`config.mk`:
```
export PLATFORM = sky130hd
export DESIGN_NAME = gst_queue
export DESIGN_NICKNAME = d
export VERILOG_FILES = /design/src/hw/rtl/gst_pkg.sv /design/src/hw/rtl/gst_queue.sv
export SDC_FILE = /design/constraint.sdc
export NUM_CORES = 1
export LEC_CHECK = 0
export CAP_MARGIN = 40
export CORE_MARGIN = 2
export CORE_UTILIZATION = 35
export DETAILED_ROUTE_END_ITERATION = 16
export DONT_BUFFER_PORTS = 1
export GPL_TIMING_DRIVEN = 0
export PLACE_DENSITY = 0.57
export SYNTH_ARGS = -nofsm -noshare
export SYNTH_HDL_FRONTEND = slang
export SYNTH_SLANG_ARGS = --single-unit
export TNS_END_PERCENT = 5
```
`constraint.sdc`:
```
create_clock -name clk_i -period 16.17 [get_ports clk_i]
set_input_delay 1.617 -clock clk_i [delete_from_list [all_inputs] [get_ports clk_i]]
set_output_delay 1.617 -clock clk_i [all_outputs]
set_load 0.05 [all_outputs]
```
`src/hw/rtl/gst_pkg.sv`:
```
// ----------------------------------------------------------------------------
// Feed sequence gap tracker package
// Shared types and constants for the per-contract sequence gap tracker.
// ----------------------------------------------------------------------------
package gst_pkg;

  localparam int unsigned CONTRACTS   = 256;
  localparam int unsigned IDX_W       = (CONTRACTS > 1) ? $clog2(CONTRACTS) : 1;
  localparam int unsigned QUEUE_DEPTH = 2;
  localparam int unsigned QPTR_W      = (QUEUE_DEPTH > 1) ? $clog2(QUEUE_DEPTH) : 1;
  localparam int unsigned QCNT_W      = $clog2(QUEUE_DEPTH + 1);

  typedef enum logic [2:0] {
    CMD_DELTA     = 3'd0,
    CMD_SNAPSHOT  = 3'd1,
    CMD_RESYNC    = 3'd2,
    CMD_CLEAR     = 3'd3,
    CMD_CLEAR_ALL = 3'd4,
    CMD_QUERY     = 3'd5
  } cmd_e;

  typedef enum logic [1:0] {
    SYNC_IN     = 2'd0,
    SYNC_GAP    = 2'd1,
    SYNC_RESYNC = 2'd2
  } sync_state_e;

  typedef enum logic {
    BK_IDLE = 1'b0,
    BK_EXEC = 1'b1
  } back_state_e;

  typedef struct packed {
    logic [2:0]  cmd;
    logic [7:0]  contract_id;
    logic [63:0] sequence_req;
    logic [62:0] stamp_ms;
  } in_beat_t;

  typedef struct packed {
    logic        accepted;
    logic [1:0]  sync_state;
    logic [63:0] last_sequence;
    logic        sequence_known;
    logic        gap_present;
    logic        gap_event;
    logic [63:0] gap_expected;
    logic [63:0] gap_actual;
    logic [63:0] gap_count;
    logic [62:0] gap_timestamp;
    logic        resync_event;
  } out_beat_t;

  typedef struct packed {
    logic [63:0] last;
    logic        known;
    logic        gap;
    sync_state_e sst;
  } entry_t;

  typedef struct packed {
    cmd_e             op;
    logic             id_ok;
    logic [IDX_W-1:0] idx;
    logic [63:0]      seq;
    logic [62:0]      ts;
  } item_t;

  typedef struct packed {
    logic  valid;
    item_t item;
  } q_link_t;

endpackage

```
`src/hw/rtl/gst_queue.sv`:
```
// ----------------------------------------------------------------------------
// Gap tracker command queue
// Short FIFO of decoded commands between the front end and the table engine.
// ----------------------------------------------------------------------------
module gst_queue (
  input  logic             clk_i,
  input  logic             rst_ni,
  input  logic             push_i,
  input  gst_pkg::item_t   item_i,
  output logic             full_o,
  output gst_pkg::q_link_t link_o,
  input  logic             pop_i
);

  gst_pkg::item_t               mem_q [gst_pkg::QUEUE_DEPTH];
  logic [gst_pkg::QPTR_W-1:0]   wr_ptr_q, wr_ptr_d;
  logic [gst_pkg::QPTR_W-1:0]   rd_ptr_q, rd_ptr_d;
  logic [gst_pkg::QCNT_W-1:0]   count_q, count_d;
  logic                         do_push, do_pop;

  assign full_o  = (count_q == gst_pkg::QCNT_W'(gst_pkg::QUEUE_DEPTH));
  assign do_push = push_i && !full_o;
  assign do_pop  = pop_i && (count_q != '0);

  always_comb begin
    wr_ptr_d = wr_ptr_q;
    rd_ptr_d = rd_ptr_q;
    count_d  = count_q;
    if (do_push) begin
      wr_ptr_d = (32'(wr_ptr_q) == gst_pkg::QUEUE_DEPTH - 1) ? '0 : wr_ptr_q + 1'b1;
    end
    if (do_pop) begin
      rd_ptr_d = (32'(rd_ptr_q) == gst_pkg::QUEUE_DEPTH - 1) ? '0 : rd_ptr_q + 1'b1;
    end
    if (do_push && !do_pop) begin
      count_d = count_q + 1'b1;
    end else if (do_pop && !do_push) begin
      count_d = count_q - 1'b1;
    end
  end

  always_ff @(posedge clk_i or negedge rst_ni) begin
    if (!rst_ni) begin
      wr_ptr_q <= '0;
      rd_ptr_q <= '0;
      count_q  <= '0;
    end else begin
      wr_ptr_q <= wr_ptr_d;
      rd_ptr_q <= rd_ptr_d;
      count_q  <= count_d;
    end
  end

  always_ff @(posedge clk_i) begin
    if (do_push) begin
      mem_q[wr_ptr_q] <= item_i;
    end
  end

  always_comb begin
    link_o.valid = (count_q != '0);
    link_o.item  = mem_q[rd_ptr_q];
  end

endmodule

```
==> run summary <==
outcome = complete, no violations
clock sinks = 282
critical path arrival = 1.81 ns
RePlAce Congestion = 0.714
RSZ-0062 raised after global routing = false
Max Clk Rate = 291 MHz
R2R Setup Slk = 14.04 ns
setup violators final = 0
CTS tree = built
overall overflow remaining after global route = 0
Skew-Pair Late Insertion Delay = 0.54 ns
WL per Instance = 20.9 µm
Fin. Hold Viols = 0
Synth async-reset ratio = 0.0142
most frequent cells in the layout = edfxtp_1, mux2_4, mux2_2, clkbuf_16, buf_6
CTS root buf = clkbuf_16
Reg clk slew, reported paths = 0.06 ns
FF+latch area = 8450 µm²
Initial DRT Pass Iterations = 4
vias in the first global route = 4371
CORE AREA = 29800 µm²
Setup TNS = 0 ns
Post-synth EDFFs = 278
hold_ws = 0.519 ns
Routed WL = 18800 µm
Min Clock Period, post-route = 3.43 ns
# hold bufs at CTS = 0
Die Width = 178 µm
largest cells by area after synthesis = edfxtp_1, mux2_4, mux2_2
CTS Buf Count = 29
Post-CTS Setup Bufs = 0
Max Slew Vio Count = 0
register area share after synthesis = 0.794
htree depth = 1
GR Util All Layers = 0.111
#FFs+latches synth = 282
Starting Density = 0.357
Mapped Area = 10600 µm²
Placed Cells = 849
largest net degree at the start of global routing = 60
cell taking the most area after synthesis = edfxtp_1
area delta synth->final = 15.5%
worst hold path class = flip-flop to flip-flop
die area = 31800 µm²
Max-Cap Viols = 0
site row count = 63
Port Buffers = 0
Remaining DRCs = 0
routed vias = 4118
layout cells sized above 1 = 0.410
NumNets Final = 634
Netlist cell types = 16
Synth Flop Type = edfxtp_1
commonest non-fill, non-tap cell in the layout = edfxtp_1
post-CTS resize count = 0
footprint of the multi-input gates = 2040 µm²
# fillers = 2570
Clock Path Buffers = 3
IO Count = 284
first-pass GRT wire length = 26600 µm
Die Y = 178 µm
Antenna Nets Post-Route = 0
Final Non-Filler Cells = 902
Antenna diodes = 0
Crit Path Category = flip-flop to primary output
initial antenna violation count = 0
Critical Path RT = 14.55 ns
routed vias/inst = 4.57
worst-path maximum fanout = 10
Crit. End Element = primary output
Worst setup SP type = flip-flop
Mapped Avg Cell Area = 23.6 µm²
Synthesized Nets = 596
Slew HR = 0.568
DRT iter0 DRCs = 237
Tcrit/Tclk final = 0.212
DP Wirelength = 13200 µm
Synth warnings = 0
Gate Count Post-Synth = 452
Fin Clk Skew = 0.0142 ns
share of the synthesized area in the top cell type = 0.784
Worst Max-Slew Pin Slew = 0.647 ns
-- worst paths after layout --
kind                                 start           end  cells after the start
worst max register to register  count_q[0]  mem_q[0][79]                      5
worst min-delay path            count_q[1]    count_q[1]                      1
min in group asynchronous           rst_ni      wr_ptr_q                      0
worst max-delay path              rd_ptr_q    link_o[49]                      4
max in group asynchronous           rst_ni    count_q[1]                      0
worst min register to register  count_q[1]    count_q[1]                      1
-- cells by family after synthesis --
| kind of cell | after synthesis | synth area share |
|---|---|---|
| and+or+nand+nor | 7 | 0.00318 |
| buffers and inverters | 18 | 0.0156 |
| adders and majority gates | 1 | 0.00118 |
| muxes | 139 | 0.182 |
| xor gates and xnor gates | 5 | 0.00411 |
| DFF | 282 | 0.794 |
-- final cells by class --
type,instances,area share
Buffer,16,0.0129
Clock buffer,34,0.0605
Clock inverter,19,0.0191
Inverter,2,0.000611
Multi-Input combinational cell,152,0.166
Sequential cell,282,0.687
Tap cell,390,0.0397
Timing Repair Buffer,7,0.0138
-- cells in the mapped netlist, types with 2 or more instances --
master,n
inv_1,2
nor2_1,2
nand2_1,2
edfxtp_1,278
xor2_1,2
mux2_2,39
mux2_4,100
dfrtp_1,4
buf_2,4
xnor2_1,3
buf_6,11
-- per-stage QoR --
step | setup WS [ns] | area (µm²) | util
final | 12.74 | 12300 | 0.413
after global routing | 12.66 | 12300 | 0.413
after CTS | 12.67 | 12300 | 0.413
after detailed placement | 13.01 | 11300 | 0.380
after global placement | 5.25 | 11100 | 0.374
after floorplan | 8.05 | 10600 | -
-- layer usage --
layer / vias to the layer above / GRT usage / part of all wire
met2: 203 / 0.190 / 0.49
li1: 1867 / - / -
met1: 2012 / 0.117 / 0.34
met3: 36 / 0.0580 / 0.13
met4: 0 / 0.0407 / 0.036
met5: - / 0.00481 / 0
-- state kept, by name (all words and copies together) (netlist names) --
signal    count
mem_q       278
rd_ptr_q      1
wr_ptr_q      1
count_q       2
-- worst max-delay path: stages, from the launching register on --
cell and delay, ns:
dfrtp_1 0.34, buf_6 0.11, buf_8 0.18, buf_6 0.21, mux2_4 0.41
Power is left out: the tool's default activity adds up to more than one toggle a clock period on the data nets, which glitch-free logic cannot reach.
